==> src/rtl/core/rmu_pkg.sv <==
// Shared definitions for the RV64M multiply unit: operation codes,
// result selection type and the operation decoder. No dependencies.
`default_nettype none

package rmu_pkg;

	localparam int OpWidth   = 7;
	localparam int XLen      = 64;
	localparam int HalfLen   = XLen / 2;
	localparam int ProdWidth = 2 * HalfLen;

	localparam logic [OpWidth-1:0] OPC_MUL    = 7'h00;
	localparam logic [OpWidth-1:0] OPC_MULH   = 7'h01;
	localparam logic [OpWidth-1:0] OPC_MULHSU = 7'h02;
	localparam logic [OpWidth-1:0] OPC_MULHU  = 7'h03;
	localparam logic [OpWidth-1:0] OPC_MULW   = 7'h04;
	localparam logic [OpWidth-1:0] OPC_MULW7  = 7'h0C;

	// Which part of the product forms the result
	typedef enum logic [1:0] {
		SEL_LOW  = 2'd0,
		SEL_HIGH = 2'd1,
		SEL_WORD = 2'd2,
		SEL_NONE = 2'd3
	} rmu_sel_t;

	// Control carried from the partial-product stage to the combine stage
	typedef struct packed {
		rmu_sel_t sel;
	} rmu_ctrl_t;

	function automatic rmu_sel_t rmu_decode(input logic [OpWidth-1:0] op);
		rmu_sel_t sel;
		unique case (op)
			OPC_MUL:                        sel = SEL_LOW;
			OPC_MULH, OPC_MULHSU, OPC_MULHU: sel = SEL_HIGH;
			OPC_MULW, OPC_MULW7:            sel = SEL_WORD;
			default:                        sel = SEL_NONE;
		endcase
		return sel;
	endfunction

endpackage

`default_nettype wire

==> src/rtl/core/rmu_combine_stage.sv <==
// Combine stage: sums the partial products into the 128-bit product and
// registers the selected 64-bit result. Uses rmu_pkg.
`default_nettype none

module rmu_combine_stage
	import rmu_pkg::*;
(
	input  wire logic                 clk,
	input  wire logic                 load,
	input  wire logic [ProdWidth-1:0] p00_s2,
	input  wire logic [ProdWidth-1:0] p01_s2,
	input  wire logic [ProdWidth-1:0] p10_s2,
	input  wire logic [ProdWidth-1:0] p11_s2,
	input  wire logic [XLen-1:0]      corr_s2,
	input  wire rmu_ctrl_t            ctrl_s2,
	output logic      [XLen-1:0]      product_q,
	output logic                      known_q
);

	logic [HalfLen+1:0] mid;
	logic [XLen-1:0]    lo, hi, res;
	logic               known;

	always_comb begin
		mid = {2'b00, p00_s2[ProdWidth-1:HalfLen]}
			+ {2'b00, p01_s2[HalfLen-1:0]}
			+ {2'b00, p10_s2[HalfLen-1:0]};
		lo  = {mid[HalfLen-1:0], p00_s2[HalfLen-1:0]};
		hi  = p11_s2
			+ {{HalfLen{1'b0}}, p01_s2[ProdWidth-1:HalfLen]}
			+ {{HalfLen{1'b0}}, p10_s2[ProdWidth-1:HalfLen]}
			+ {{(XLen-2){1'b0}}, mid[HalfLen+1:HalfLen]}
			- corr_s2;

		known = 1'b1;
		unique case (ctrl_s2.sel)
			SEL_LOW:  res = lo;
			SEL_HIGH: res = hi;
			SEL_WORD: res = {{HalfLen{lo[HalfLen-1]}}, lo[HalfLen-1:0]};
			default: begin
				res   = '0;
				known = 1'b0;
			end
		endcase
	end

	always_ff @(posedge clk) begin
		if (load) begin
			product_q <= res;
			known_q   <= known;
		end
	end

endmodule

`default_nettype wire

==> config.mk <==
export PLATFORM = sky130hd
export DESIGN_NAME = rmu_combine_stage
export DESIGN_NICKNAME = d
export VERILOG_FILES = /design/src/rtl/core/rmu_pkg.sv /design/src/rtl/core/rmu_combine_stage.sv
export SDC_FILE = /design/constraint.sdc
export NUM_CORES = 1
export LEC_CHECK = 0
export CAP_MARGIN = 15
export CORE_ASPECT_RATIO = 0.9
export CORE_MARGIN = 5
export CORE_UTILIZATION = 56
export CTS_CLUSTER_SIZE = 24
export DETAILED_ROUTE_END_ITERATION = 8
export DONT_BUFFER_PORTS = 1
export PLACE_DENSITY_LB_ADDON = 0.15
export SLEW_MARGIN = 20
export SYNTH_ARGS = -nofsm -noshare
export SYNTH_HDL_FRONTEND = slang
export SYNTH_SLANG_ARGS = --single-unit
==> constraint.sdc <==
create_clock -name clk -period 18.5 [get_ports clk]
set_input_delay 1.85 -clock clk [delete_from_list [all_inputs] [get_ports clk]]
set_output_delay 1.85 -clock clk [all_outputs]
set_load 0.005 [all_outputs]
==> out/results.txt <==
Synth top area share -> 0.2241
Area Growth Syn to Fin -> 4.481%
Layout cell share with drive strength beyond 1 -> 0.02541
Tcrit/Tclk final -> 0.4614
Clock transition at path regs -> 0.06 ns
Final number of setup-violating endpoints -> 0
Post-synth ARST share -> 0
Tightest Pin Transition -> 1.050 ns
Cell area after synthesis -> 12170 sq um
Status -> completed
Cells after synthesis -> 1365
Final RePlAce weighted congestion -> 0.9283
Clock Power Share -> 0.161
Top-count cell post-synth -> ha_1
Final net count -> 1973
Yosys warnings -> 0
Int Pwr -> 660.3 uW
Met2 Track Usage GR -> 0.4355
Largest net degree at the start of global routing -> 66
Number of global-route vias before repair -> 9787
Die X -> 165.4 um
Power share of the combinational group -> 0.660
Post-CTS Setup Bufs -> 0
Register share of total power -> 0.179
Netlist cell types -> 68
# clock sinks -> 65
DR pass1 iterations -> 5
Initial antenna violation count -> 0
Synth Net Count -> 2005
GR Util met3 -> 0.04214
Worst setup path category -> in2reg
List of most frequent post-synthesis cells -> 218 x ha_1, 201 x inv_1, 125 x a21oi_1
Max clock buf depth -> 2
Most used flip-flop cell after synthesis -> edfxtp_1
GR peak layer -> met2
# DRC -> 0
M1 GR Usage -> 0.3907
Die area -> 24790 sq um
Final slew viol count -> 0
Total GRT Usage -> 0.2781
Num CTS Buffers -> 9
Largest area contributor in the netlist -> ha_1
Routed via count -> 9975
N_diodes -> 0
CTS Hold Bufs -> 0
Total negative slack -> 0 ns
Synth area leaders -> ha_1 22%, fa_1 16%, edfxtp_1 16%
Net Sw Frac -> 0.4720
Buffers on Ports -> 0
Max VDD drop -> 46.79 uV
CTS tree -> done
H-tree lvl count -> 3
Hold Vio Cnt, Final -> 0
Sw power -> 590.3 uW
Final Critical Period -> 8.537 ns
Worst EP required -> 18.55 ns
Die Y -> 149.9 um
HPWL Detailed -> 30190 um
WL/cell -> 21.68 um
CP startpoint kind -> primary input
RSZ-0062 raised after global routing -> no
Post-synth EDFFs -> 65
Seq/Total Area, Yosys -> 0.1603
CTS root buffer -> clkbuf_16
CP startpoint -> p00_s2[33]
FMAX -> 117.1 MHz
Leakage -> 0.006106 uW
Iter 0 DRT Violations -> 711
Initial core utilization -> 0.5661
Hold_ws -> 1.619 ns
Row cnt -> 51
Slew HR -> 0.2999
Post-synthesis register bit count -> 65
First-pass GRT wire length -> 53570 um
Grt ovf -> 0
Core Region -> 21500 sq um
Crit Path Max Fanout -> 5
Antenna viol nets, final -> 0
Crit path capture type -> flop
Worst Hold Path EP -> product_q[5]
WL final -> 35310 um
WP data arrival -> 8.59 ns
Hold path cells -> 0
Pwr dens -> 98.33 nW/um^2
Max Cap Viol -> 0
Vias per std cell -> 6.123
Avg Inst Size Synth -> 8.918 sq um
# IOs -> 389
Hold crit path type -> in2reg
Resized cells post-CTS -> 0
Hold_sp -> load
-- power groups by stage --
stage          clock network [uW]  registers, uW  logic [uW]
6_report                      201            224         825
5_1_grt                       209            225         917
4_1_cts                       203            226         815
3_5_place_dp                    0            229         807
3_3_place_gp                    0            229         804
2_1_floorplan                   0            212         623
-- registers in the layout (all words and copies together) (netlist names) --
register   cells
known_q        1
product_q     64
-- placed cells by master (no fill, tap or decap), types with 11 or more instances in the layout --
cell type / instances
ha_1: 218
inv_1: 201
a21oi_1: 125
fa_1: 98
nand2_1: 86
o21ai_0: 73
edfxtp_1: 65
nor2_1: 61
xnor2_1: 55
a21o_1: 36
a22o_1: 35
nand4_1: 29
xor2_1: 26
nor3_1: 17
o21bai_1: 16
nand3_1: 14
a31oi_1: 13
o211ai_1: 11
o21a_1: 11
-- kinds of logic (layout without fill, tap and decap cells) --
family                     count (synthesis)  after routing  share of synthesized area
AOI/OAI and AO/OA                        399            399                     0.2177
xor gates and xnor gates                  81             81                    0.05828
and+or+nand+nor                          253            253                    0.09837
adders and majority gates                316            316                     0.3852
buffers and inverters                    247            220                    0.07678
DFF                                       65             65                     0.1603
muxes                                      4              4                   0.003289
-- worst max-delay path: stages --
cell      delay (ns)
inv_1           0.04
fa_1            0.52
inv_1           0.04
ha_1            0.25
fa_1            0.44
a211oi_1        0.40
o211ai_1        0.19
a211oi_1        0.42
nor3_1          0.11
a21oi_1         0.25
o21ai_0         0.18
a31oi_1         0.28
inv_1           0.07
a21oi_1         0.14
nor2_1          0.08
fa_1            0.44
ha_1            0.24
fa_1            0.40
a21o_1          0.24
a221oi_2        0.42
o21ai_2         0.12
a41oi_4         0.34
o41ai_4         0.14
a31oi_1         0.29
o21ba_1         0.32
o21ai_0         0.14
xnor2_1         0.18
o31ai_1         0.08
-- per-stage QoR --
| step | setup WS [ns] | area (sq um) | power [uW] | utilization | instances |
|---|---|---|---|---|---|
| final | 9.963 | 12720 | 1251 | 0.5914 | 1629 |
| after global routing | 9.466 | 12720 | 1352 | 0.5914 | 1629 |
| after global placement | 9.752 | 12380 | 1032 | 0.5758 | 1613 |
| after floorplan | 10.56 | 12170 | 835.8 | - | 1365 |
| after CTS | 9.965 | 12720 | 1243 | 0.5914 | 1629 |
| after detailed placement | 9.631 | 12380 | 1036 | 0.5758 | 1613 |
-- worst max path at each step --
stage | endpoint | slack [ns] | cells past startpoint
2_1_floorplan | product_q[51] | 10.56 | 28
3_3_place_gp | product_q[51] | 9.75 | 28
3_5_place_dp | product_q[51] | 9.63 | 28
4_1_cts | product_q[51] | 9.97 | 28
5_1_grt | product_q[51] | 9.47 | 28
6_report | product_q[51] | 9.96 | 28
-- layer usage --
| layer | wire length (um) | up-vias |
|---|---|---|
| li1 | - | 4796 |
| met1 | 15790 | 4701 |
| met2 | 15910 | 417 |
| met3 | 2356 | 61 |
| met4 | 1260 | 0 |
| met5 | 0 | - |
-- layout make-up --
| cell class | instances | area [sq um] |
|---|---|---|
| flip-flops and latches | 65 | 1952 |
| inverters | 202 | 758.2 |
| fillers | 1923 | 8786 |
| multi-input cells | 1053 | 9294 |
| clock inverters | 6 | 106.4 |
| clock buffers | 10 | 229.0 |
| well taps | 291 | 364.1 |
| repair buffers | 2 | 15.01 |
Note: power is estimated with default switching activity, not from simulation.
